`config.mk`:
```
export PLATFORM = sky130hd
export DESIGN_NAME = cau_cell
export DESIGN_NICKNAME = d
export VERILOG_FILES = /design/src/rtl/cau_pkg.sv /design/src/rtl/cau_cell.sv
export SDC_FILE = /design/constraint.sdc
export NUM_CORES = 2
export LEC_CHECK = 0
export ABC_AREA = 1
export BUFFER_PORTS_ARGS = -buffer_cell sky130_fd_sc_hd__buf_2
export CORE_AREA = 2 2 404 406
export CTS_CLUSTER_SIZE = 28
export DETAILED_ROUTE_END_ITERATION = 10
export DIE_AREA = 0 0 406 408
export PLACE_DENSITY = 0.52
export SYNTH_ARGS = -nofsm -noshare
export SYNTH_HDL_FRONTEND = slang
export SYNTH_SLANG_ARGS = --single-unit
```
`constraint.sdc`:
```
create_clock -name clk -period 7.5 [get_ports clk]
set_clock_uncertainty 0.1 [all_clocks]
set_input_delay 0.375 -clock clk [delete_from_list [all_inputs] [get_ports clk]]
set_output_delay 0.375 -clock clk [all_outputs]
set_load 0.02 [all_outputs]
```
`src/rtl/cau_pkg.sv`:
```
`timescale 1ns / 1ps
// Package of the complex ALU: constants, word types and shared helper functions.
package cau_pkg;

  // Word format and pipeline geometry.
  localparam int WORD_BITS    = 32;
  localparam int FRAC_BITS    = 16;
  localparam int CORDIC_STEPS = 24;
  localparam int PROD_W       = 2 * WORD_BITS;
  localparam int SUM_W        = PROD_W + 1;
  localparam int Q_W          = WORD_BITS + 1;
  localparam int HEAD_SH      = Q_W - FRAC_BITS;
  localparam int N_CELLS      = Q_W;
  localparam int IDX_W        = $clog2(N_CELLS);
  localparam int ANG_FRAC     = 30;
  localparam int ANG_SH       = ANG_FRAC - FRAC_BITS;
  localparam int XY_W         = WORD_BITS + 4;
  localparam int Z_W          = 36;
  localparam int ATAN_N       = 32;
  localparam int ATAN_IDX_W   = $clog2(ATAN_N);

  // Angle constants in Q2.30 and the rounded limit of the angle output.
  localparam logic signed [Z_W-1:0] PI_Q30      = 36'sd3373259426;
  localparam logic signed [Z_W-1:0] HALF_PI_Q30 = 36'sd1686629713;
  localparam logic signed [Z_W-1:0] ANG_HALF    = Z_W'(longint'(1) << (ANG_SH - 1));
  localparam logic signed [Z_W-1:0] PI_FRAC     = (PI_Q30 + ANG_HALF) >>> ANG_SH;

  // Saturation limits.
  localparam logic signed [WORD_BITS-1:0] W_MAX = {1'b0, {(WORD_BITS - 1){1'b1}}};
  localparam logic signed [WORD_BITS-1:0] W_MIN = {1'b1, {(WORD_BITS - 1){1'b0}}};
  localparam logic [PROD_W-1:0] MAG_MAX = {{(PROD_W - WORD_BITS + 1){1'b0}},
                                           {(WORD_BITS - 1){1'b1}}};
  localparam logic [PROD_W-1:0] MAG_MIN = MAG_MAX + PROD_W'(1);

  // Operation codes.
  localparam logic [2:0] MODE_ADD  = 3'd0;
  localparam logic [2:0] MODE_SUB  = 3'd1;
  localparam logic [2:0] MODE_MUL  = 3'd2;
  localparam logic [2:0] MODE_DIV  = 3'd3;
  localparam logic [2:0] MODE_CONJ = 3'd4;
  localparam logic [2:0] MODE_NEG  = 3'd5;
  localparam logic [2:0] MODE_ARG  = 3'd6;
  localparam logic [2:0] MODE_CMP  = 3'd7;

  // Status codes.
  localparam logic [1:0] ST_OK   = 2'd0;
  localparam logic [1:0] ST_SAT  = 2'd1;
  localparam logic [1:0] ST_ZERO = 2'd2;

  // atan(2^-i) in Q2.30, rounded to nearest.
  localparam logic [31:0] ATAN_TAB [ATAN_N] = '{
    32'd843314857, 32'd497837829, 32'd263043837, 32'd133525159, 32'd67021687,
    32'd33543516, 32'd16775851, 32'd8388437, 32'd4194283, 32'd2097149,
    32'd1048576, 32'd524288, 32'd262144, 32'd131072, 32'd65536, 32'd32768,
    32'd16384, 32'd8192, 32'd4096, 32'd2048, 32'd1024, 32'd512, 32'd256,
    32'd128, 32'd64, 32'd32, 32'd16, 32'd8, 32'd4, 32'd2, 32'd1, 32'd0
  };

  typedef struct packed {
    logic [2:0]                  mode;
    logic signed [WORD_BITS-1:0] a_re;
    logic signed [WORD_BITS-1:0] a_im;
    logic signed [WORD_BITS-1:0] b_re;
    logic signed [WORD_BITS-1:0] b_im;
  } cau_in_t;

  typedef struct packed {
    logic signed [WORD_BITS-1:0] res_re;
    logic signed [WORD_BITS-1:0] res_im;
    logic                        is_equal;
    logic [1:0]                  status;
  } cau_out_t;

  typedef struct packed {
    logic signed [WORD_BITS-1:0] val;
    logic                        sat;
  } cau_sat_t;

  // Word handed from cell to cell: finished results, divider and CORDIC state.
  typedef struct packed {
    logic [2:0]                  mode;
    logic signed [WORD_BITS-1:0] rr;
    logic signed [WORD_BITS-1:0] ri;
    logic                        eq;
    logic [1:0]                  st;
    logic [PROD_W-1:0]           d;
    logic [PROD_W-1:0]           rem_re;
    logic [PROD_W-1:0]           rem_im;
    logic [Q_W-1:0]              q_re;
    logic [Q_W-1:0]              q_im;
    logic [Q_W-1:0]              nb_re;
    logic [Q_W-1:0]              nb_im;
    logic                        ovf_re;
    logic                        ovf_im;
    logic                        neg_re;
    logic                        neg_im;
    logic                        dz;
    logic                        az;
    logic                        rot;
    logic signed [XY_W-1:0]      x;
    logic signed [XY_W-1:0]      y;
    logic signed [Z_W-1:0]       z;
  } cau_cell_t;

  // Saturates a value one bit wider than the word.
  function automatic cau_sat_t sat_wide(input logic signed [WORD_BITS:0] v);
    cau_sat_t r;
    r.sat = (v[WORD_BITS] != v[WORD_BITS-1]);
    if (!r.sat) begin
      r.val = v[WORD_BITS-1:0];
    end else if (v[WORD_BITS]) begin
      r.val = W_MIN;
    end else begin
      r.val = W_MAX;
    end
    return r;
  endfunction

  // Builds a saturated word from sign and magnitude.
  function automatic cau_sat_t from_smag(input logic neg, input logic [PROD_W-1:0] mag);
    cau_sat_t r;
    if (!neg) begin
      r.sat = (mag > MAG_MAX);
      r.val = r.sat ? W_MAX : mag[WORD_BITS-1:0];
    end else begin
      r.sat = (mag > MAG_MIN);
      r.val = r.sat ? W_MIN : WORD_BITS'(-mag);
    end
    return r;
  endfunction

  // Angle step of one CORDIC iteration.
  function automatic logic [31:0] atan_q30(input logic [IDX_W-1:0] k);
    logic [31:0] r;
    r = '0;
    if (k < IDX_W'(ATAN_N)) begin
      r = ATAN_TAB[k[ATAN_IDX_W-1:0]];
    end
    return r;
  endfunction

endpackage

```
`src/rtl/cau_cell.sv`:
```
`timescale 1ns / 1ps
// One cell of the chain: a quotient bit for each part and, below CORDIC_STEPS, one CORDIC rotation.
module cau_cell (
  input  logic                       clk,
  input  logic                       rst_n,
  input  logic                       en,
  input  logic [cau_pkg::IDX_W-1:0]  idx,
  input  logic                       in_valid,
  input  cau_pkg::cau_cell_t         in_cell,
  output logic                       out_valid,
  output cau_pkg::cau_cell_t         out_cell
);

  localparam int PW = cau_pkg::PROD_W;
  localparam int QW = cau_pkg::Q_W;
  localparam int ZW = cau_pkg::Z_W;
  localparam int IW = cau_pkg::IDX_W;

  logic                  valid_r;
  cau_pkg::cau_cell_t    cell_r, cell_nxt;
  logic [PW:0]           r2_re, r2_im, d_x;
  logic                  ge_re, ge_im;
  logic signed [cau_pkg::XY_W-1:0] dx, dy;
  logic signed [ZW-1:0]  ang;

  always_comb begin
    cell_nxt = in_cell;

    // Restoring division step on both numerators against the shared divisor.
    d_x   = {1'b0, in_cell.d};
    r2_re = {in_cell.rem_re, in_cell.nb_re[QW-1]};
    r2_im = {in_cell.rem_im, in_cell.nb_im[QW-1]};
    ge_re = (r2_re >= d_x);
    ge_im = (r2_im >= d_x);
    cell_nxt.rem_re = ge_re ? PW'(r2_re - d_x) : r2_re[PW-1:0];
    cell_nxt.rem_im = ge_im ? PW'(r2_im - d_x) : r2_im[PW-1:0];
    cell_nxt.q_re   = {in_cell.q_re[QW-2:0], ge_re};
    cell_nxt.q_im   = {in_cell.q_im[QW-2:0], ge_im};
    cell_nxt.nb_re  = in_cell.nb_re << 1;
    cell_nxt.nb_im  = in_cell.nb_im << 1;
    // A remainder at or above the divisor means the quotient exceeds the word.
    cell_nxt.ovf_re = in_cell.ovf_re || (in_cell.rem_re >= in_cell.d);
    cell_nxt.ovf_im = in_cell.ovf_im || (in_cell.rem_im >= in_cell.d);

    // Vectoring CORDIC rotation toward the positive real axis.
    dx  = in_cell.y >>> idx;
    dy  = in_cell.x >>> idx;
    ang = ZW'(cau_pkg::atan_q30(idx));
    if (in_cell.rot && (idx < IW'(cau_pkg::CORDIC_STEPS))) begin
      if (in_cell.y > 0) begin
        cell_nxt.x = in_cell.x + dx;
        cell_nxt.y = in_cell.y - dy;
        cell_nxt.z = in_cell.z + ang;
      end else begin
        cell_nxt.x = in_cell.x - dx;
        cell_nxt.y = in_cell.y + dy;
        cell_nxt.z = in_cell.z - ang;
      end
    end
  end

  always_ff @(posedge clk) begin
    if (!rst_n) begin
      valid_r <= 1'b0;
    end else if (en) begin
      valid_r <= in_valid;
    end
  end

  always_ff @(posedge clk) begin
    if (en) begin
      cell_r <= cell_nxt;
    end
  end

  assign out_valid = valid_r;
  assign out_cell  = cell_r;

endmodule

```
==> out/results.ini <==
[setup_path]
crit_cells = 30
cp_top_family = compound AO/OA/AOI/OAI gates
end_kind = register
worstRegToRegCells = 3
reg2reg_slack_ps = 6170
critPathKind = primary input to register
r2r_start = out_valid
worst-path-buf-inv = 5
critPathLaunchType = primary input
max_stage_delay_ps = 630
required_ps = 7770
worstReg2RegEnd = out_valid
arrival_ps = 5960
crit_path_frequent_cell = nand2_1
crit_slowest_cell = dlygate4sd3_1
cp_max_fo = 6

[grt]
grt_max_degree = 141
antenna_found_initial = 45
grt-ovfl-total = 0
grt_pass1_vias = 44339
use_met2_pct = 42.3
grt_use_met3_pct = 4.44
grt_pass1_wl_um = 285000
grt-busiest-layer = met2
grt_usage_pct = 23.2
grt_use_met1_pct = 25.9

[finish]
syn2layout_area_growth_pct = 33.7
multi_input_area_mm2 = 0.0238
drive_gt1_share_pct = 19.3
seqCellArea_mm2 = 0.0152
fill_cells = 17183
instances_no_fill = 9075
finalNetCount = 7732
utilization_pct = 34.7

[timing]
fin_crit_sh_pct = 75.9
slew_headroom_pct = 28.2
rsz0062_at_grt = false
hold_ws_ps = 46.7
setup_viol = 0
finalHoldViolations = 0
fmax_mhz = 176
maxSlewViolCount = 0
tightestPinTransition_ps = 1060
layout_min_cycle_time_ps = 5690
tns_ps = 0

[synthesis]
synth_area_per_cell_um2 = 7.78
synth_ff_type = edfxtp_1
synth_xor_area_share_pct = 5.64
synth_top_family_by_area = simple AND/OR/NAND/NOR gates
synth_edf_count = 507
yosysUniqueCellTypes = 69
synthesis.area_mm2 = 0.0419
synthAdderAreaFrac_pct = 11.4
synth-simple-area-share_pct = 24.6
syn_inst = 5387
async_reset_ff_share_pct = 0
synth_compound_area_share_pct = 15.2
synth.mux.area_fraction_pct = 0.0239
ys_seq_elements = 508
ys_seq_area_share_pct = 36.4
yosys_warnings = 0

[pwr]
netSwitchingFraction_pct = 38.6
irDropWorstVdd_v = 0.000188
cellLeakagePower_uw = 0.0253
power.density_mw_per_mm2 = 195
internal_power_uw = 6710
p_clk_share_pct = 29.4
fin_total_pwr_uw = 10900
seqPwrFrac_pct = 33.0
power_switching_uw = 4220
power.combinational.fraction_pct = 37.5

[floorplan]
floorplan.rows = 148
core_area_mm2 = 0.162
die_area_mm2 = 0.166
die_h_um = 408
die_x_um = 406
ios = 1029
start_util_pct = 25.9

[cts]
cts_tree = built
clock-sinks = 508
clock_latency_ps = 680
ctsLongestPathBuffers = 3
htree_num_levels = 3
postCtsSetupBuffers = 0
numCtsBuffers = 67
cts_root_buf = clkbuf_16
cts.reportedPaths.clkPinSlew_ps = 50

[drt]
drc_errors = 0
ant_nets = 0
drtIter0Drc = 2764
drtPass1Iterations = 5
wire_per_inst_um = 22.0
vias_per_cell = 4.83
wl_um = 200000
vias = 43829

[placed_design]
io_buffers = 1024
placedCellCount = 8501
place_hpwl_um = 166000
gp_congestion = 0.965

[status]
status = finished clean

[min_path]
hold_class = primary input to register
hold_depth = 1
hold_start = en
whs_endpoint = out_cell[81]

[job]
drv_cap = 0

[final cells by class]
class                           count  share of cell area, %
Multi-Input combinational cell   4190                   42.5
Sequential cell                   508                   27.2
Timing Repair Buffer             1515                   17.9
Tap cell                         2175                   4.85
Inverter                          553                   3.71
Clock buffer                       77                   3.08
Clock inverter                     44                  0.705
Antenna cell                       13                 0.0580
[placed cells by master, fill, tap and decap left out, drive strengths merged, types with 13 or more instances in the layout]
cell and instances:
edfxtp 507, xor2 123, clkbuf 77, o21ai 449, nor4 31, nand4 52
buf 1075, nor2 483, o21a 38, a31oi 71, a21oi 415, a21o 29
ha 373, nand3 413, o21bai 21, nand2 1329, clkinv 30, nor3 49
o221ai 16, o211ai 28, inv 559, xnor2 147, or2 43, diode 13
dlygate4sd3 440
[cells in the mapped netlist, types with 18 or more instances]
| master | number | area, um^2 |
|---|---|---|
| a21oi_1 | 405 | 2030 |
| o211ai_1 | 27 | 203 |
| inv_1 | 530 | 1990 |
| a31oi_1 | 71 | 444 |
| o21ai_0 | 387 | 1940 |
| nor2_2 | 22 | 138 |
| a21o_1 | 29 | 218 |
| clkbuf_1 | 50 | 188 |
| edfxtp_1 | 507 | 15200 |
| or2_2 | 35 | 219 |
| o21ai_1 | 49 | 245 |
| o21a_1 | 38 | 285 |
| nand2_1 | 1306 | 4900 |
| nor3_1 | 44 | 220 |
| xor2_1 | 123 | 1080 |
| inv_2 | 18 | 67.6 |
| ha_1 | 373 | 4670 |
| buf_2 | 43 | 215 |
| xnor2_1 | 147 | 1290 |
| nor4_1 | 31 | 194 |
| nand3_1 | 401 | 2010 |
| nand2_2 | 20 | 125 |
| nand4_1 | 49 | 307 |
| nor2_1 | 452 | 1700 |
| o21bai_1 | 21 | 158 |
[stage by stage]
| step | worst slack [ps] | instance area, um^2 |
|---|---|---|
| after CTS | 1860 | 56000 |
| after global placement | 1350 | 49500 |
| final | 1810 | 56100 |
| after floorplan | 2880 | 41900 |
| after detailed placement | 1340 | 49500 |
| after global routing | 1380 | 56000 |
[timing repair]
item	in CTS	in global routing
endpoints found under the hold margin	439	0
gates resized for setup	0	0
hold buffers	440	0
[logic make-up (layout without fill, tap and decap cells)]
| group | Yosys count | count (layout) |
|---|---|---|
| other | 1 | 15 |
| buffers and inverters | 690 | 2189 |
| multiplexers | 1 | 1 |
| flip-flops | 508 | 508 |
| AND/OR/NAND/NOR | 2413 | 2413 |
| adder cells (fa/ha/maj) | 378 | 378 |
| XOR/XNOR | 270 | 270 |
| AO/OA/AOI/OAI | 1126 | 1126 |
[worst register-to-register path, cell delays in order (launching register included)]
cell,delay (ps)
dfxtp_1,310
o21ai_0,160
a21oi_1,60
dlygate4sd3_1,590
[how the worst max path moves through the flow]
stage                         end  slack (ps)        start
global route        out_cell[101]        1380  in_cell[68]
detailed placement  out_cell[101]        1340       idx[1]
global placement    out_cell[101]        1350       idx[2]
finish              out_cell[101]        1810  in_cell[62]
floorplan           out_cell[103]        2880       idx[0]
CTS                  out_cell[70]        1860  in_cell[42]
[power by group through the flow]
stage | Combinational (uW) | Clock (uW) | Sequential, uW
after global routing | 4470 | 3410 | 3630
final | 4100 | 3220 | 3610
after CTS | 4100 | 3320 | 3610
after detailed placement | 3890 | 0 | 3660
after floorplan | 2010 | 0 | 4040
after global placement | 3890 | 0 | 3660
[layer usage]
| metal | wire [um] | share of wire, % |
|---|---|---|
| met1 | 78000 | 39 |
| met4 | 9740 | 4.9 |
| met3 | 11300 | 5.6 |
| met5 | 250 | 0.13 |
| met2 | 101000 | 50 |
[sequential cells by signal, summed over array words and instances, names as in the netlist]
name       flops
out_cell     507
out_valid      1
Power figures use the tool's default switching activity.
