File: src/rtl/cau_pkg.sv
`timescale 1ns / 1ps
// Package of the complex ALU: constants, word types and shared helper functions.
package cau_pkg;

  // Word format and pipeline geometry.
  localparam int WORD_BITS    = 32;
  localparam int FRAC_BITS    = 16;
  localparam int CORDIC_STEPS = 24;
  localparam int PROD_W       = 2 * WORD_BITS;
  localparam int SUM_W        = PROD_W + 1;
  localparam int Q_W          = WORD_BITS + 1;
  localparam int HEAD_SH      = Q_W - FRAC_BITS;
  localparam int N_CELLS      = Q_W;
  localparam int IDX_W        = $clog2(N_CELLS);
  localparam int ANG_FRAC     = 30;
  localparam int ANG_SH       = ANG_FRAC - FRAC_BITS;
  localparam int XY_W         = WORD_BITS + 4;
  localparam int Z_W          = 36;
  localparam int ATAN_N       = 32;
  localparam int ATAN_IDX_W   = $clog2(ATAN_N);

  // Angle constants in Q2.30 and the rounded limit of the angle output.
  localparam logic signed [Z_W-1:0] PI_Q30      = 36'sd3373259426;
  localparam logic signed [Z_W-1:0] HALF_PI_Q30 = 36'sd1686629713;
  localparam logic signed [Z_W-1:0] ANG_HALF    = Z_W'(longint'(1) << (ANG_SH - 1));
  localparam logic signed [Z_W-1:0] PI_FRAC     = (PI_Q30 + ANG_HALF) >>> ANG_SH;

  // Saturation limits.
  localparam logic signed [WORD_BITS-1:0] W_MAX = {1'b0, {(WORD_BITS - 1){1'b1}}};
  localparam logic signed [WORD_BITS-1:0] W_MIN = {1'b1, {(WORD_BITS - 1){1'b0}}};
  localparam logic [PROD_W-1:0] MAG_MAX = {{(PROD_W - WORD_BITS + 1){1'b0}},
                                           {(WORD_BITS - 1){1'b1}}};
  localparam logic [PROD_W-1:0] MAG_MIN = MAG_MAX + PROD_W'(1);

  // Operation codes.
  localparam logic [2:0] MODE_ADD  = 3'd0;
  localparam logic [2:0] MODE_SUB  = 3'd1;
  localparam logic [2:0] MODE_MUL  = 3'd2;
  localparam logic [2:0] MODE_DIV  = 3'd3;
  localparam logic [2:0] MODE_CONJ = 3'd4;
  localparam logic [2:0] MODE_NEG  = 3'd5;
  localparam logic [2:0] MODE_ARG  = 3'd6;
  localparam logic [2:0] MODE_CMP  = 3'd7;

  // Status codes.
  localparam logic [1:0] ST_OK   = 2'd0;
  localparam logic [1:0] ST_SAT  = 2'd1;
  localparam logic [1:0] ST_ZERO = 2'd2;

  // atan(2^-i) in Q2.30, rounded to nearest.
  localparam logic [31:0] ATAN_TAB [ATAN_N] = '{
    32'd843314857, 32'd497837829, 32'd263043837, 32'd133525159, 32'd67021687,
    32'd33543516, 32'd16775851, 32'd8388437, 32'd4194283, 32'd2097149,
    32'd1048576, 32'd524288, 32'd262144, 32'd131072, 32'd65536, 32'd32768,
    32'd16384, 32'd8192, 32'd4096, 32'd2048, 32'd1024, 32'd512, 32'd256,
    32'd128, 32'd64, 32'd32, 32'd16, 32'd8, 32'd4, 32'd2, 32'd1, 32'd0
  };

  typedef struct packed {
    logic [2:0]                  mode;
    logic signed [WORD_BITS-1:0] a_re;
    logic signed [WORD_BITS-1:0] a_im;
    logic signed [WORD_BITS-1:0] b_re;
    logic signed [WORD_BITS-1:0] b_im;
  } cau_in_t;

  typedef struct packed {
    logic signed [WORD_BITS-1:0] res_re;
    logic signed [WORD_BITS-1:0] res_im;
    logic                        is_equal;
    logic [1:0]                  status;
  } cau_out_t;

  typedef struct packed {
    logic signed [WORD_BITS-1:0] val;
    logic                        sat;
  } cau_sat_t;

  // Word handed from cell to cell: finished results, divider and CORDIC state.
  typedef struct packed {
    logic [2:0]                  mode;
    logic signed [WORD_BITS-1:0] rr;
    logic signed [WORD_BITS-1:0] ri;
    logic                        eq;
    logic [1:0]                  st;
    logic [PROD_W-1:0]           d;
    logic [PROD_W-1:0]           rem_re;
    logic [PROD_W-1:0]           rem_im;
    logic [Q_W-1:0]              q_re;
    logic [Q_W-1:0]              q_im;
    logic [Q_W-1:0]              nb_re;
    logic [Q_W-1:0]              nb_im;
    logic                        ovf_re;
    logic                        ovf_im;
    logic                        neg_re;
    logic                        neg_im;
    logic                        dz;
    logic                        az;
    logic                        rot;
    logic signed [XY_W-1:0]      x;
    logic signed [XY_W-1:0]      y;
    logic signed [Z_W-1:0]       z;
  } cau_cell_t;

  // Saturates a value one bit wider than the word.
  function automatic cau_sat_t sat_wide(input logic signed [WORD_BITS:0] v);
    cau_sat_t r;
    r.sat = (v[WORD_BITS] != v[WORD_BITS-1]);
    if (!r.sat) begin
      r.val = v[WORD_BITS-1:0];
    end else if (v[WORD_BITS]) begin
      r.val = W_MIN;
    end else begin
      r.val = W_MAX;
    end
    return r;
  endfunction

  // Builds a saturated word from sign and magnitude.
  function automatic cau_sat_t from_smag(input logic neg, input logic [PROD_W-1:0] mag);
    cau_sat_t r;
    if (!neg) begin
      r.sat = (mag > MAG_MAX);
      r.val = r.sat ? W_MAX : mag[WORD_BITS-1:0];
    end else begin
      r.sat = (mag > MAG_MIN);
      r.val = r.sat ? W_MIN : WORD_BITS'(-mag);
    end
    return r;
  endfunction

  // Angle step of one CORDIC iteration.
  function automatic logic [31:0] atan_q30(input logic [IDX_W-1:0] k);
    logic [31:0] r;
    r = '0;
    if (k < IDX_W'(ATAN_N)) begin
      r = ATAN_TAB[k[ATAN_IDX_W-1:0]];
    end
    return r;
  endfunction

endpackage

File: src/rtl/cau_back.sv
`timescale 1ns / 1ps
// Back end of the complex ALU: quotient and angle formatting and the output register.
module cau_back (
  input  logic                clk,
  input  logic                rst_n,
  input  logic                en,
  input  logic                in_valid,
  input  cau_pkg::cau_cell_t  in_cell,
  output logic                out_valid,
  output cau_pkg::cau_out_t   out_word
);

  localparam int WW = cau_pkg::WORD_BITS;
  localparam int PW = cau_pkg::PROD_W;
  localparam int ZW = cau_pkg::Z_W;

  logic                  out_valid_r;
  cau_pkg::cau_out_t     out_word_r, out_word_nxt;
  logic [2:0]            mode_r;
  cau_pkg::cau_sat_t     div_re, div_im;
  logic signed [ZW-1:0]  z_sum, z_rnd;

  // Final result per operation.
  always_comb begin
    div_re = cau_pkg::from_smag(in_cell.neg_re,
                                in_cell.ovf_re ? {PW{1'b1}} : PW'(in_cell.q_re));
    div_im = cau_pkg::from_smag(in_cell.neg_im,
                                in_cell.ovf_im ? {PW{1'b1}} : PW'(in_cell.q_im));
    z_sum = in_cell.z + cau_pkg::ANG_HALF;
    z_rnd = z_sum >>> cau_pkg::ANG_SH;
    if (z_rnd > cau_pkg::PI_FRAC) begin
      z_rnd = cau_pkg::PI_FRAC;
    end else if (z_rnd <= -cau_pkg::PI_FRAC) begin
      z_rnd = -cau_pkg::PI_FRAC + ZW'(1);
    end

    out_word_nxt.res_re   = in_cell.rr;
    out_word_nxt.res_im   = in_cell.ri;
    out_word_nxt.is_equal = in_cell.eq;
    out_word_nxt.status   = in_cell.st;
    case (in_cell.mode)
      cau_pkg::MODE_DIV: begin
        if (in_cell.dz) begin
          out_word_nxt.res_re = '0;
          out_word_nxt.res_im = '0;
          out_word_nxt.status = cau_pkg::ST_ZERO;
        end else begin
          out_word_nxt.res_re = div_re.val;
          out_word_nxt.res_im = div_im.val;
          out_word_nxt.status = (div_re.sat || div_im.sat) ? cau_pkg::ST_SAT
                                                            : cau_pkg::ST_OK;
        end
      end
      cau_pkg::MODE_ARG: begin
        out_word_nxt.res_im = '0;
        if (in_cell.az) begin
          out_word_nxt.res_re = '0;
          out_word_nxt.status = cau_pkg::ST_ZERO;
        end else begin
          out_word_nxt.res_re = WW'(z_rnd);
          out_word_nxt.status = cau_pkg::ST_OK;
        end
      end
      default: begin
        out_word_nxt.status = in_cell.st;
      end
    endcase
  end

  always_ff @(posedge clk) begin
    if (!rst_n) begin
      out_valid_r <= 1'b0;
    end else if (en) begin
      out_valid_r <= in_valid;
    end
  end

  always_ff @(posedge clk) begin
    if (en) begin
      out_word_r <= out_word_nxt;
      mode_r     <= in_cell.mode;
    end
  end

  assign out_valid = out_valid_r;
  assign out_word  = out_word_r;

  // The zero-operand status comes only from divide or argument.
  a_zero_status: assert property (@(posedge clk) disable iff (!rst_n)
    (out_valid_r && out_word_r.status == cau_pkg::ST_ZERO) |->
      (mode_r == cau_pkg::MODE_DIV || mode_r == cau_pkg::MODE_ARG))
    else $error("zero status outside divide or argument");

  // Equality is reported only by compare.
  a_equal_mode: assert property (@(posedge clk) disable iff (!rst_n)
    (out_valid_r && out_word_r.is_equal) |-> (mode_r == cau_pkg::MODE_CMP))
    else $error("equality flag outside compare");

  // The angle stays within (-pi, pi] and has no imaginary part.
  a_angle_range: assert property (@(posedge clk) disable iff (!rst_n)
    (out_valid_r && mode_r == cau_pkg::MODE_ARG) |->
      (out_word_r.res_im == '0 &&
       ZW'(out_word_r.res_re) <= cau_pkg::PI_FRAC &&
       ZW'(out_word_r.res_re) > -cau_pkg::PI_FRAC))
    else $error("angle out of range");

endmodule

File: config.mk
export PLATFORM = sky130hd
export DESIGN_NAME = cau_back
export DESIGN_NICKNAME = d
export VERILOG_FILES = /design/src/rtl/cau_pkg.sv /design/src/rtl/cau_back.sv
export SDC_FILE = /design/constraint.sdc
export NUM_CORES = 1
export LEC_CHECK = 0
export ABC_CLOCK_PERIOD_IN_PS = 4650
export BUFFER_PORTS_ARGS = -buffer_cell sky130_fd_sc_hd__buf_2
export CORE_AREA = 10 10 216 218
export CTS_BUF_LIST = sky130_fd_sc_hd__clkbuf_4 sky130_fd_sc_hd__clkbuf_8
export DETAILED_ROUTE_END_ITERATION = 12
export DIE_AREA = 0 0 226 228
export SLEW_MARGIN = 20
export SYNTH_ARGS = -nofsm -noshare
export SYNTH_HDL_FRONTEND = slang
export SYNTH_SLANG_ARGS = --single-unit
export TNS_END_PERCENT = 100
File: constraint.sdc
create_clock -name clk -period 4.65 [get_ports clk]
set_input_delay 0.93 -clock clk [delete_from_list [all_inputs] [get_ports clk]]
set_output_delay 0.93 -clock clk [all_outputs]
set_load 0.005 [all_outputs]
==> impl_results.html <==
<table>
<tr><th>Metric</th><th>Value</th></tr>
<tr><th colspan="2">Drt</th></tr>
<tr><td>Detailed-route wire length</td><td>33,800 µm</td></tr>
<tr><td>Post-route met1 wirelength</td><td>13,700 µm</td></tr>
<tr><td>First-iteration detailed-routing DRC count</td><td>748</td></tr>
<tr><td>Detailed-routed wire length on met3</td><td>a little over 3000 µm</td></tr>
<tr><td>DR WL met2</td><td>between 15,000 and 20,000 µm</td></tr>
<tr><td>Post-DRT Antenna Nets</td><td>0</td></tr>
<tr><td>DRC</td><td>0</td></tr>
<tr><td>Total vias in the final route</td><td>about 7.2k</td></tr>
<tr><td>Routed wirelength normalized by instance count</td><td>21.9 µm</td></tr>
<tr><td>First-pass iteration count of the detailed router</td><td>5</td></tr>
<tr><td>Highest signal layer in the routed design</td><td>met5</td></tr>
<tr><td>Number of vias per cell</td><td>between 4 and 5</td></tr>
<tr><th colspan="2">Critical path</th></tr>
<tr><td>Kind of capture point of the worst setup path</td><td>register</td></tr>
<tr><td>Biggest cell delay along the critical path</td><td>between 0.5 and 0.6 ns</td></tr>
<tr><td>Register-to-register path setup slack</td><td>4.06 ns</td></tr>
<tr><td>Terminus of the critical flop-to-flop path</td><td>out_valid$_SDFFE_PN0P_</td></tr>
<tr><td>Critical Path, Cell by Cell</td><td>buf_2 &gt; or2_2 &gt; inv_1 &gt; ha_1 &gt; or3b_1 &gt; or3_4 &gt; nor3_4 &gt; nand4_1 &gt; nor4_2 &gt; a21o_1 &gt; nand2_2 &gt; o31ai_1 &gt; buf_4</td></tr>
<tr><td>Critical Setup Path Class</td><td>in2reg</td></tr>
<tr><td>Number of cell instances on the worst register-to-register path</td><td>2</td></tr>
<tr><td>Data required time at the worst endpoint</td><td>4.93 ns</td></tr>
<tr><td>Origin of the critical flop-to-flop path</td><td>out_valid$_SDFFE_PN0P_</td></tr>
<tr><td>Top fanout value on the critical path</td><td>27</td></tr>
<tr><td>Crit start category</td><td>input pin</td></tr>
<tr><td>Crit-path slowest cell</td><td>sky130_fd_sc_hd__o31ai_1</td></tr>
<tr><td>Data arrival, critical path</td><td>roughly 4.6 ns</td></tr>
<tr><th colspan="2">Yosys</th></tr>
<tr><td>Proportion of synthesized chip area in sequential cells</td><td>0.330</td></tr>
<tr><td>Count of flip-flops with a built-in enable after synthesis</td><td>between 60 and 70</td></tr>
<tr><td>Proportion of register bits with asynchronous set or reset after synthesis</td><td>0</td></tr>
<tr><td>Netlist Area Pre-Place</td><td>approximately 6200 µm²</td></tr>
<tr><td>Gate count after technology mapping</td><td>approximately 760</td></tr>
<tr><td>Yosys cell types</td><td>a little over 80</td></tr>
<tr><td>Synthesis Warnings</td><td>0</td></tr>
<tr><td>Primary flip-flop cell chosen by synthesis mapping</td><td>sky130_fd_sc_hd__edfxtp_1</td></tr>
<tr><td>Per-instance average area after synthesis</td><td>between 8 and 9 µm²</td></tr>
<tr><td>Number of nets in the synthesized netlist</td><td>around 1.3k</td></tr>
<tr><td>Number of synthesized register bits</td><td>68</td></tr>
<tr><th colspan="2">Clocking</th></tr>
<tr><td>Resized cells post-CTS</td><td>0</td></tr>
<tr><td>Number of buffers inserted by post-CTS setup repair</td><td>0</td></tr>
<tr><td>Sinks on the clock net</td><td>68</td></tr>
<tr><td>Root buffer cell</td><td>sky130_fd_sc_hd__clkbuf_8</td></tr>
<tr><td>Hold_buf cts</td><td>0</td></tr>
<tr><td>Clock tree from TritonCTS</td><td>done</td></tr>
<tr><td>Number of buffers on the longest clock path</td><td>2</td></tr>
<tr><td>Insertion delay of the later-clocked pin in the worst-skew pair</td><td>around 0.40 ns</td></tr>
<tr><td>Clock-pin slew reported for the worst setup and hold paths after clock tree synthesis</td><td>around 0.090 ns</td></tr>
<tr><td>Inserted Clock Buffers</td><td>9</td></tr>
<tr><td>Level count of the clock H-tree</td><td>3</td></tr>
<tr><th colspan="2">Placement</th></tr>
<tr><td>Total instance count after detailed placement</td><td>1,529</td></tr>
<tr><td>Placed inst area</td><td>~8100 µm²</td></tr>
<tr><td>Quantity of I/O buffers inserted on ports</td><td>236</td></tr>
<tr><td>Half-perimeter wire length after placement</td><td>roughly 28,000 µm</td></tr>
<tr><td>Pre-CTS setup slack</td><td>-0.103 ns</td></tr>
<tr><td>Routability Congestion</td><td>just under 0.9</td></tr>
<tr><th colspan="2">Final layout</th></tr>
<tr><td>Core utilization of the finished layout</td><td>0.195</td></tr>
<tr><td>Layout Cell Area excl Fill</td><td>between 8000 and 9000 µm²</td></tr>
<tr><td>Area Growth Syn to Fin</td><td>34.9%</td></tr>
<tr><td>Most common cell after layout, fill and taps aside</td><td>sky130_fd_sc_hd__buf_2</td></tr>
<tr><td>Most frequent cells in the layout</td><td>sky130_fd_sc_hd__buf_2 (235), sky130_fd_sc_hd__nor2_1 (77), sky130_fd_sc_hd__nand2_1 (75)</td></tr>
<tr><td>Proportion of layout cells with a drive suffix above 1</td><td>0.323</td></tr>
<tr><td>Fill cell total of the finished layout</td><td>about 4.8k</td></tr>
<tr><td>Combined flip-flop and latch cell area</td><td>between 2000 and 2500 µm²</td></tr>
<tr><td>Final Net Count</td><td>between 1.5k and 2k</td></tr>
<tr><td>Area of combinational cells with multiple inputs</td><td>3820 µm²</td></tr>
<tr><td>Filler-free cell count of the finished design</td><td>1,548</td></tr>
<tr><th colspan="2">GRT</th></tr>
<tr><td>Via count of the first global-routing pass</td><td>around 7k</td></tr>
<tr><td>GR Overflow Total</td><td>0</td></tr>
<tr><td>Wire length of the first global-routing pass</td><td>a little under 50,000 µm</td></tr>
<tr><td>Number of antenna violations at the first check in global routing</td><td>10</td></tr>
<tr><td>Overall fraction of global-route tracks in use</td><td>0.128</td></tr>
<tr><td>Maximum number of pins on one net before global-route repair</td><td>62</td></tr>
<tr><th colspan="2">Timing</th></tr>
<tr><td>Final setup skew</td><td>0 ns</td></tr>
<tr><td>Final slew viol count</td><td>0</td></tr>
<tr><td>Worst relative slew slack</td><td>0.365</td></tr>
<tr><td>Maximum achievable frequency</td><td>about 230 MHz</td></tr>
<tr><td>Unrepaired setup endpoints after global routing</td><td>no</td></tr>
<tr><td>Final worst-path setup slack</td><td>between 0.3 and 0.4 ns</td></tr>
<tr><td>Worst Tran Pin Value</td><td>~0.95 ns</td></tr>
<tr><td>Final TNS setup</td><td>0 ns</td></tr>
<tr><td>Min Hold Slack</td><td>0.527 ns</td></tr>
<tr><td>Final min period</td><td>4.31 ns</td></tr>
<tr><td>Hold Vio Cnt, Final</td><td>0</td></tr>
<tr><td>Final setup vio count</td><td>0</td></tr>
<tr><td>Final worst-path cycle share</td><td>0.926</td></tr>
<tr><th colspan="2">Power</th></tr>
<tr><td>Clock network fraction of total power</td><td>0.299</td></tr>
<tr><td>Sequential share of power</td><td>0.412</td></tr>
<tr><td>Maximum VDD drop</td><td>between 0.0001 and 0.00015 V</td></tr>
<tr><td>Switching power as a share of total power</td><td>0.348</td></tr>
<tr><td>Part of the total power dissipated in combinational logic</td><td>0.288</td></tr>
<tr><td>Cell internal pwr</td><td>1.21 mW</td></tr>
<tr><td>Sw Pwr</td><td>about 0.65 mW</td></tr>
<tr><td>LEAKAGE</td><td>3.09 nW</td></tr>
<tr><td>Power density over the cells</td><td>224 nW/µm²</td></tr>
<tr><td>Final Power</td><td>between 1.5 and 2 mW</td></tr>
<tr><th colspan="2">Floorplan</th></tr>
<tr><td>Core area</td><td>42,500 µm²</td></tr>
<tr><td>Starting Density</td><td>0.145</td></tr>
<tr><td>Num ports</td><td>approximately 580</td></tr>
<tr><td>Width of the chip</td><td>around 230 µm</td></tr>
<tr><td>Num rows</td><td>76</td></tr>
<tr><td>Die area</td><td>approximately 50,000 µm²</td></tr>
<tr><td>Vert. Die Dim</td><td>~230 µm</td></tr>
<tr><th colspan="2">Min path</th></tr>
<tr><td>Startpoint of the lowest-slack hold path</td><td>out_valid$_SDFFE_PN0P_</td></tr>
<tr><td>Endpoint with the worst hold slack</td><td>out_valid$_SDFFE_PN0P_</td></tr>
<tr><td>Path category of the worst min-delay check</td><td>reg2reg</td></tr>
<tr><td>Number of cells on the worst hold path</td><td>2</td></tr>
<tr><th colspan="2">Run status</th></tr>
<tr><td>Outcome</td><td>finished, final reports clean</td></tr>
<tr><th colspan="2">Flow run</th></tr>
<tr><td>Count of max-cap constraint violations</td><td>0</td></tr>
</table>
## registers in the layout, indices dropped and copies added (netlist names)
name and count:
out_valid 1, out_word 67
## worst max-delay path by stage
stage / from / endpoint / slack [ns] / cells after the start
2_1_floorplan: in_cell[114] / out_word[65]$_DFFE_PP_ / 0.38 / 15
3_3_place_gp: in_cell[113] / out_word[32]$_DFFE_PP_ / -0.13 / 13
3_5_place_dp: in_cell[113] / out_word[32]$_DFFE_PP_ / -0.10 / 13
4_1_cts: in_cell[113] / out_word[32]$_DFFE_PP_ / 0.33 / 13
5_1_grt: in_cell[113] / out_word[32]$_DFFE_PP_ / 0.10 / 13
6_report: in_cell[113] / out_word[32]$_DFFE_PP_ / 0.34 / 13
## synthesized netlist by cell type, types with 5 or more instances
cell | count | area share
sky130_fd_sc_hd__edfxtp_1 | 67 | 0.33
sky130_fd_sc_hd__o21ai_0 | 69 | 0.056
sky130_fd_sc_hd__a21o_1 | 8 | 0.0098
sky130_fd_sc_hd__o221ai_1 | 7 | 0.010
sky130_fd_sc_hd__clkbuf_1 | 40 | 0.024
sky130_fd_sc_hd__or4_1 | 6 | 0.0073
sky130_fd_sc_hd__nand4b_1 | 6 | 0.0085
sky130_fd_sc_hd__o32ai_1 | 10 | 0.014
sky130_fd_sc_hd__or2_2 | 11 | 0.011
sky130_fd_sc_hd__nand2_1 | 75 | 0.046
sky130_fd_sc_hd__a221o_1 | 8 | 0.013
sky130_fd_sc_hd__nor4_1 | 14 | 0.014
sky130_fd_sc_hd__or3_1 | 17 | 0.017
sky130_fd_sc_hd__and3_1 | 8 | 0.0081
sky130_fd_sc_hd__a31oi_1 | 13 | 0.013
sky130_fd_sc_hd__a21oi_1 | 63 | 0.051
sky130_fd_sc_hd__buf_2 | 14 | 0.011
sky130_fd_sc_hd__nor3_1 | 36 | 0.029
sky130_fd_sc_hd__xnor2_1 | 15 | 0.021
sky130_fd_sc_hd__nor2b_1 | 8 | 0.0081
sky130_fd_sc_hd__nand3_1 | 17 | 0.014
sky130_fd_sc_hd__o41ai_1 | 6 | 0.0085
sky130_fd_sc_hd__nand4_1 | 14 | 0.014
sky130_fd_sc_hd__inv_1 | 11 | 0.0067
sky130_fd_sc_hd__nor3b_1 | 6 | 0.0073
sky130_fd_sc_hd__ha_1 | 5 | 0.010
sky130_fd_sc_hd__o22ai_1 | 9 | 0.0092
sky130_fd_sc_hd__and2_1 | 5 | 0.0051
sky130_fd_sc_hd__xor2_1 | 14 | 0.020
sky130_fd_sc_hd__o31ai_1 | 6 | 0.0073
sky130_fd_sc_hd__a2111oi_0 | 6 | 0.0085
sky130_fd_sc_hd__o211ai_1 | 6 | 0.0073
sky130_fd_sc_hd__o22a_1 | 11 | 0.016
sky130_fd_sc_hd__nor2_1 | 77 | 0.047
## cell families (layout without fill, tap and decap cells)
kind of cell / Yosys count / count (layout) / synth area share
other cells: 0 / 3 / 0
xor+xnor: 29 / 29 / 0.0413
compound gates: 272 / 272 / 0.300
fa+ha+maj: 5 / 5 / 0.0102
mux: 1 / 1 / 0.00163
buf+inv: 69 / 304 / 0.0486
flops: 68 / 68 / 0.330
simple gates: 320 / 320 / 0.268
## worst max-delay path: cells and delay by family
family	cells	cell delay, ns
AOI/OAI and AO/OA	2	0.82
buffers and inverters	3	0.43
and+or+nand+nor	7	2.24
adders and majority gates	1	0.17
## power by group through the flow
stage | registers [mW] | logic [mW] | clock network (mW)
after floorplan | 0.784 | 0.220 | 0
after global placement | 0.782 | 0.538 | 0
after detailed placement | 0.783 | 0.542 | 0
after CTS | 0.770 | 0.545 | 0.599
after global routing | 0.775 | 0.589 | 0.618
final | 0.767 | 0.537 | 0.557
## metal layers
metal,vias to the layer above,GRT usage
met5,-,0
met4,8,0.0369
met3,34,0.0458
met2,324,0.214
met1,3434,0.150
li1,3432,-
## final cells by class
type | instances | area share
diodes | 3 | 0.000905
clock buffers | 9 | 0.0149
clock inverters | 7 | 0.00995
inverters | 12 | 0.00543
multi-input cells | 627 | 0.461
flip-flops and latches | 68 | 0.245
well taps | 546 | 0.0824
repair buffers | 276 | 0.180
No activity file was read; power rests on OpenSTA's default activity.
